==> src/bps_pkg.sv <==
// Package for the byte pattern search unit: shared types, constants and the
// pattern byte selector. Used by the window cells, the top level and the checker.
package bps_pkg;

  localparam int unsigned MaxPatternDef = 16;
  localparam int unsigned PatBytes      = 16;
  localparam int unsigned CfgIdxW       = 2;
  localparam int unsigned LenW          = 5;

  typedef logic [7:0]             byte_t;
  typedef logic [8*PatBytes-1:0]  pattern_t;
  typedef logic [LenW-1:0]        len_t;

  typedef enum logic [CfgIdxW-1:0] {
    CfgPatternLow    = 2'd0,
    CfgPatternHigh   = 2'd1,
    CfgPatternLength = 2'd2,
    CfgBaseOffset    = 2'd3
  } cfg_reg_e;

  // Control that every window cell sees in the same cycle.
  typedef struct packed {
    logic shift;  // an input beat is taken this cycle
    logic clear;  // the beat opens a new range
  } cell_ctrl_t;

  function automatic byte_t pat_byte(input pattern_t pat, input logic [3:0] idx);
    pat_byte = pat[idx*8 +: 8];
  endfunction

endpackage

==> src/byte_pattern_search_unit.sv <==
// Byte pattern search unit: takes one byte per clock cycle unless stalled and
// reports the file offset of every leftmost, non-overlapping occurrence of a
// pattern of 1 to MAX_PATTERN bytes. A row of MAX_PATTERN-1 window cells holds
// the previous bytes and compares all of them in parallel with the incoming
// one, so a byte is accepted every unstalled cycle; the result is registered
// from the beat with the occurrence's last byte. A two-entry output stage
// keeps input flowing while a result waits. No clearing pass after reset.
module byte_pattern_search_unit #(
  parameter int unsigned MAX_PATTERN = bps_pkg::MaxPatternDef
) (
  input  logic                         clk_i,
  input  logic                         rst_ni,
  input  logic                         cfg_valid_i,
  output logic                         cfg_ready_o,
  input  logic [bps_pkg::CfgIdxW-1:0]  cfg_index_i,
  input  logic [63:0]                  cfg_data_i,
  input  logic                         in_valid_i,
  output logic                         in_stall_o,
  input  logic [7:0]                   data_byte_i,
  input  logic                         range_start_i,
  output logic                         out_valid_o,
  input  logic                         out_stall_i,
  output logic [31:0]                  match_position_o
);
  import bps_pkg::*;

  localparam int unsigned NumCells = (MAX_PATTERN > 1) ? MAX_PATTERN - 1 : 1;
  localparam len_t        MaxLen   = len_t'(MAX_PATTERN);
  localparam len_t        MaxRun   = len_t'(MAX_PATTERN - 1);

  // Configuration registers
  pattern_t    pattern_q;
  len_t        length_q;
  logic [31:0] base_q;

  assign cfg_ready_o = 1'b1;

  always_ff @(posedge clk_i or negedge rst_ni) begin
    if (!rst_ni) begin
      pattern_q <= '0;
      length_q  <= len_t'(1);
      base_q    <= '0;
    end else if (cfg_valid_i) begin
      case (cfg_reg_e'(cfg_index_i))
        CfgPatternLow:    pattern_q[63:0]   <= cfg_data_i;
        CfgPatternHigh:   pattern_q[127:64] <= cfg_data_i;
        CfgPatternLength: length_q          <= cfg_data_i[LenW-1:0];
        CfgBaseOffset:    base_q            <= cfg_data_i[31:0];
        default: ;
      endcase
    end
  end

  // Input side
  logic        in_fire;
  logic        skid_valid_q;
  len_t        len_eff;
  len_t        run_q, run_d, run_eff;
  logic [31:0] idx_q, idx_eff;
  cell_ctrl_t  ctrl;

  assign in_stall_o = skid_valid_q;
  assign in_fire    = in_valid_i && !in_stall_o;
  // Shift in the upper bit, clear in the lower bit.
  assign ctrl       = cell_ctrl_t'({in_fire, range_start_i});

  assign len_eff = (length_q > MaxLen) ? MaxLen : length_q;
  assign run_eff = range_start_i ? '0 : run_q;
  assign idx_eff = range_start_i ? '0 : idx_q;

  // Window cells: cell k holds the byte k+1 places back and checks it
  // against pattern byte len-2-k while k+1 is below the pattern length.
  byte_t [NumCells-1:0] cell_byte;
  logic  [NumCells-1:0] cell_ok;

  for (genvar k = 0; k < NumCells; k++) begin : g_cell
    byte_t      cell_in;
    logic [4:0] pat_idx;
    logic       active;

    assign pat_idx = len_eff - 5'd2 - 5'(k);
    assign active  = (5'(k) + 5'd1) < len_eff;

    if (k == 0) begin : g_first
      assign cell_in = data_byte_i;
    end else begin : g_next
      assign cell_in = cell_byte[k-1];
    end

    bps_cell u_cell (
      .clk_i      (clk_i),
      .rst_ni     (rst_ni),
      .ctrl_i     (ctrl),
      .byte_i     (cell_in),
      .pat_byte_i (pat_byte(pattern_q, pat_idx[3:0])),
      .active_i   (active),
      .byte_o     (cell_byte[k]),
      .ok_o       (cell_ok[k])
    );
  end

  logic        hit;
  logic [3:0]  last_idx;
  logic [31:0] pos;

  assign last_idx = 4'(len_eff - 5'd1);
  assign hit = (len_eff != '0)
            && (({1'b0, run_eff} + 6'd1) >= {1'b0, len_eff})
            && (pat_byte(pattern_q, last_idx) == data_byte_i)
            && (&cell_ok);
  assign pos = base_q + idx_eff - {27'd0, len_eff} + 32'd1;

  always_comb begin
    if (hit) begin
      run_d = '0;
    end else if (run_eff < MaxRun) begin
      run_d = run_eff + len_t'(1);
    end else begin
      run_d = run_eff;
    end
  end

  always_ff @(posedge clk_i or negedge rst_ni) begin
    if (!rst_ni) begin
      run_q <= '0;
      idx_q <= '0;
    end else if (in_fire) begin
      run_q <= run_d;
      idx_q <= idx_eff + 32'd1;
    end
  end

  // Output register with a skid entry behind it.
  logic        out_valid_q;
  logic [31:0] out_pos_q, skid_pos_q;
  logic        out_fire, hit_fire;

  assign out_fire = out_valid_q && !out_stall_i;
  assign hit_fire = in_fire && hit;

  always_ff @(posedge clk_i or negedge rst_ni) begin
    if (!rst_ni) begin
      out_valid_q  <= 1'b0;
      skid_valid_q <= 1'b0;
    end else if (skid_valid_q) begin
      if (out_fire) begin
        skid_valid_q <= 1'b0;
      end
    end else if (hit_fire) begin
      if (!out_valid_q || out_fire) begin
        out_valid_q <= 1'b1;
      end else begin
        skid_valid_q <= 1'b1;
      end
    end else if (out_fire) begin
      out_valid_q <= 1'b0;
    end
  end

  always_ff @(posedge clk_i) begin
    if (skid_valid_q) begin
      if (out_fire) begin
        out_pos_q <= skid_pos_q;
      end
    end else if (hit_fire) begin
      if (!out_valid_q || out_fire) begin
        out_pos_q <= pos;
      end else begin
        skid_pos_q <= pos;
      end
    end
  end

  assign out_valid_o      = out_valid_q;
  assign match_position_o = out_pos_q;

endmodule

==> src/bps_cell.sv <==
// One cell of the sliding byte window: holds one earlier byte, hands it on
// to its neighbour and compares it with its pattern byte. Depends on bps_pkg.
module bps_cell (
  input  logic               clk_i,
  input  logic               rst_ni,
  input  bps_pkg::cell_ctrl_t ctrl_i,
  input  bps_pkg::byte_t     byte_i,
  input  bps_pkg::byte_t     pat_byte_i,
  input  logic               active_i,
  output bps_pkg::byte_t     byte_o,
  output logic               ok_o
);
  import bps_pkg::*;

  byte_t byte_q;

  always_ff @(posedge clk_i or negedge rst_ni) begin
    if (!rst_ni) begin
      byte_q <= '0;
    end else if (ctrl_i.shift) begin
      byte_q <= byte_i;
    end
  end

  // A new range empties the window before the incoming byte is compared.
  assign byte_o = ctrl_i.clear ? '0 : byte_q;
  assign ok_o   = !active_i || (byte_o == pat_byte_i);

endmodule

==> config.mk <==
export PLATFORM = sky130hd
export DESIGN_NAME = byte_pattern_search_unit
export DESIGN_NICKNAME = d
export VERILOG_FILES = /design/src/bps_pkg.sv /design/src/byte_pattern_search_unit.sv /design/src/bps_cell.sv
export SDC_FILE = /design/constraint.sdc
export NUM_CORES = 1
export LEC_CHECK = 0
export BUFFER_PORTS_ARGS = -buffer_cell sky130_fd_sc_hd__buf_2
export CAP_MARGIN = 15
export CORE_ASPECT_RATIO = 0.5
export CORE_UTILIZATION = 25
export CTS_CLUSTER_DIAMETER = 100
export DETAILED_ROUTE_END_ITERATION = 7
export GPL_ROUTABILITY_DRIVEN = 0
export GPL_TIMING_DRIVEN = 0
export HOLD_SLACK_MARGIN = 0.15
export PLACE_DENSITY = 0.48
export SETUP_SLACK_MARGIN = 0.15
export SYNTH_ARGS = -nofsm -noshare
export SYNTH_HDL_FRONTEND = slang
export SYNTH_SLANG_ARGS = --single-unit
==> constraint.sdc <==
create_clock -name clk_i -period 16.4 [get_ports clk_i]
set_input_delay 0.82 -clock clk_i [delete_from_list [all_inputs] [get_ports clk_i]]
set_output_delay 0.82 -clock clk_i [all_outputs]
set_load 0.1 [all_outputs]
==> impl_metrics.toml <==
[worst_hold_path]
worst_hold_startpoint = "cfg_data_i[38]"
min_path_type = "input pin to register"

[detailed_routing]
drt-vias-per-instance = 5.42
detail_route.wl_per_cell_um = 26.4
ant_nets = 0
via_total_after_detailed_routing = 23424
drc = 0
drt-pass1-iter-count = 6
routed_wl_mm = 114
drtIter0Drc = 2681

[yosys]
mapped_cells = 2615
yosysTopAreaCell = "sky130_fd_sc_hd__dfrtp_1"
synth.lib_cells_used.distinct = 87
synthTopCellsByCount = "sky130_fd_sc_hd__nand2_1, sky130_fd_sc_hd__dfrtp_1, sky130_fd_sc_hd__mux2_2"
post-synth-top-count-cell = "sky130_fd_sc_hd__nand2_1"
synth_enable_flop_cells = 64
post-synth-top-area-fraction_pct = 28.9
synthesis.nets = 2775
synth-seq-cells = 388
synth.top_cells.by_area = "sky130_fd_sc_hd__dfrtp_1, sky130_fd_sc_hd__mux4_2, sky130_fd_sc_hd__mux2_2, sky130_fd_sc_hd__edfxtp_1, sky130_fd_sc_hd__nand2_1"
netlist_area_before_placement_mm2 = 0.0280
synth_top_flop_cell = "sky130_fd_sc_hd__dfrtp_1"
ys.warnings.count = 0
synth_sequential_area_ratio_pct = 35.9
avgSynthCellArea_um2 = 10.7
async_flop_share_pct = 83.5

[critical_path]
worst-setup-path-type = "input pin to register"
startpoint_type = "input pin"
worstPathMaxFanout = 10
data_required_time_at_the_worst_endpoint_ps = 16760
cp-end-kind = "register"
timing.critical_path.arrival_ps = 10170
timing.rr.start = "length_q[4]$_DFFE_PN0P_"
setup.worst_path.start = "range_start_i"

[global_route]
global_route.usage.total_pct = 19.9
maximum_number_of_pins_on_one_net_before_global_route_repair = 119
initial_antenna_violation_count = 18
via_count_of_the_first_global_routing_pass = 22246
first_pass_grt_wire_length_mm = 163
globalRoute.totalOverflow = 0

[run_status]
status = "finished, final reports clean"

[final_layout]
fin_util_pct = 29.1
synthToLayoutAreaGrowth_pct = 15.0
finish.net_count = 2943
stdcell_area_mm2 = 0.0322
fraction_of_final_layout_cells_with_drive_strength_greater_than_1_pct = 23.9

[floorplanning]
die_width_um = 475
coreArea_mm2 = 0.111
die_height_um = 239
row_count = 86
starting_utilization_of_the_core_area_pct = 25.3
floorplan.die_area_mm2 = 0.113
ios = 115

[pwr]
power.leakage_uw = 0.0127
totalPowerFinal_uw = 5190
powerDensity_mw_per_mm2 = 161
ir_drop_uv = 72.8

[place]
hpwlAfterDp_mm = 91.4
dpl-instance-area_mm2 = 0.0306
port-buffer-count = 113

[clocking]
max-clock-path-buffers = 3
cts_tree = "yes"
clk_transition_reported_paths_ps = 60
clk_root_buffer_cell = "sky130_fd_sc_hd__clkbuf_16"
htree_levels = 2
clk_latency_ps = 620
cts_made_buffers = 45
clock_sinks = 388

[timing]
unrepaired_setup_endpoints_after_global_routing = "false"
fmax_mhz = 102
slew-limit-headroom_pct = 21.0
max_slew_violation_count = 0
finClkSkew_ps = 24.0
fin_setup_tns_ps = 0
hold-worst-slack_ps = 447
finalSetupViolations = 0
layout_worst_path_cycle_share_pct = 59.8
final_critical_path_time_including_i_o_delays_and_setup_ps = 9810
max_slew.worst_pin.slew_ps = 1180
hold_viol = 0

[job]
max-cap-violations = 0
## final cells by class
type	instances	area, µm²
Tap cell	1496	1870
Multi-Input combinational cell	1952	16800
Antenna cell	5	12.5
Sequential cell	388	10000
Buffer	151	709
Fill cell	11504	78300
Clock inverter	29	374
Timing Repair Buffer	121	711
Clock buffer	53	1220
Inverter	124	473
## sequential cells by signal (all words and copies together), names as in the netlist
register              flops
run_q                     5
match_position_o         32
g_cell.u_cell.byte_q    120
skid_pos_q               32
base_q                   32
out_valid_o               1
pattern_q               128
idx_q                    32
in_stall_o                1
length_q                  5
## final timing paths
check,endpoint,slack (ps),depth (start not counted)
max reg2reg,skid_pos_q[27]$_DFFE_PP_,7900,17
min in group asynchronous,g_cell[11].u_cell.byte_q[3]$_DFFE_PN0P_,690,2
max in group asynchronous,pattern_q[118]$_DFFE_PN0P_,14350,4
max,match_position_o[31]$_DFFE_PP_,6590,23
min,pattern_q[102]$_DFFE_PN0P_,450,2
min reg2reg,g_cell[8].u_cell.byte_q[3]$_DFFE_PN0P_,480,2
## routing by layer
metal | up-vias | global-route usage [%] | wire length [µm]
met5 | - | 0 | 103
met4 | 16 | 8.32 | 5380
met3 | 278 | 4.68 | 11400
met2 | 1308 | 29.5 | 48100
met1 | 11828 | 27.6 | 49000
li1 | 9994 | - | -
## power breakdown
part	internal (µW)	switching (µW)	leakage (µW)
combinational	1180	1670	0.00718
clock	634	464	0.000784
sequential	1110	131	0.00470
## critical path, cell delays in order
cell                        delay [ps]
sky130_fd_sc_hd__buf_2             230
sky130_fd_sc_hd__inv_1             170
sky130_fd_sc_hd__clkbuf_1          650
sky130_fd_sc_hd__clkbuf_1          750
sky130_fd_sc_hd__clkbuf_1          610
sky130_fd_sc_hd__clkbuf_1          710
sky130_fd_sc_hd__clkbuf_1          640
sky130_fd_sc_hd__clkbuf_1          750
sky130_fd_sc_hd__buf_1             500
sky130_fd_sc_hd__nand2_1           160
sky130_fd_sc_hd__fa_1              540
sky130_fd_sc_hd__inv_1              50
sky130_fd_sc_hd__ha_1              330
sky130_fd_sc_hd__o21ai_0           120
sky130_fd_sc_hd__a21boi_0          200
sky130_fd_sc_hd__o21ai_0           290
sky130_fd_sc_hd__nand2_1           180
sky130_fd_sc_hd__a21oi_1           250
sky130_fd_sc_hd__a21boi_0          240
sky130_fd_sc_hd__a2111oi_0         950
sky130_fd_sc_hd__o21ai_0           380
sky130_fd_sc_hd__nand3_1           160
sky130_fd_sc_hd__or3b_2            460
## layout by cell type (no fill, tap or decap), types with 27 or more instances in the layout
| cell | count |
|---|---|
| sky130_fd_sc_hd__nand2_1 | 353 |
| sky130_fd_sc_hd__dfrtp_1 | 323 |
| sky130_fd_sc_hd__mux2_2 | 204 |
| sky130_fd_sc_hd__mux4_2 | 201 |
| sky130_fd_sc_hd__o21ai_0 | 153 |
| sky130_fd_sc_hd__nor2_1 | 152 |
| sky130_fd_sc_hd__buf_2 | 133 |
| sky130_fd_sc_hd__inv_1 | 119 |
| sky130_fd_sc_hd__mux2i_1 | 111 |
| sky130_fd_sc_hd__clkbuf_1 | 88 |
| sky130_fd_sc_hd__xnor2_1 | 87 |
| sky130_fd_sc_hd__ha_1 | 76 |
| sky130_fd_sc_hd__edfxtp_1 | 64 |
| sky130_fd_sc_hd__nand3_1 | 57 |
| sky130_fd_sc_hd__xor2_1 | 57 |
| sky130_fd_sc_hd__a21oi_1 | 55 |
| sky130_fd_sc_hd__clkbuf_16 | 45 |
| sky130_fd_sc_hd__nand2b_1 | 43 |
| sky130_fd_sc_hd__nor3_1 | 36 |
| sky130_fd_sc_hd__a211oi_1 | 27 |
## stage by stage
| stage | std cells | setup slack, ps |
|---|---|---|
| floorplan | 2615 | 9700 |
| global placement | 4224 | 5160 |
| detailed placement | 4230 | 5960 |
| CTS | 4313 | 6610 |
| global route | 4315 | 5950 |
| finish | 4319 | 6590 |
## timing repair
| action | in CTS | in global routing |
|---|---|---|
| setup buffers | 0 | 0 |
| endpoints found under the hold margin | 33 | 0 |
| hold buffers | 1 | 0 |
| endpoints found under the setup margin | 0 | 0 |
| resized for setup | 0 | 0 |
## cells by family (layout without fill, tap and decap cells)
kind of cell	Yosys count	after routing	share of synthesized area, %
flip-flops	388	388	35.9
adder cells (fa/ha/maj)	80	80	3.69
AO/OA/AOI/OAI	394	394	8.84
multiplexers	516	516	28.4
buffers and inverters	275	478	4.23
XOR/XNOR	151	151	5.02
AND/OR/NAND/NOR	810	810	14.0
other	1	6	0.0134
No activity file was read; power rests on OpenSTA's default activity.
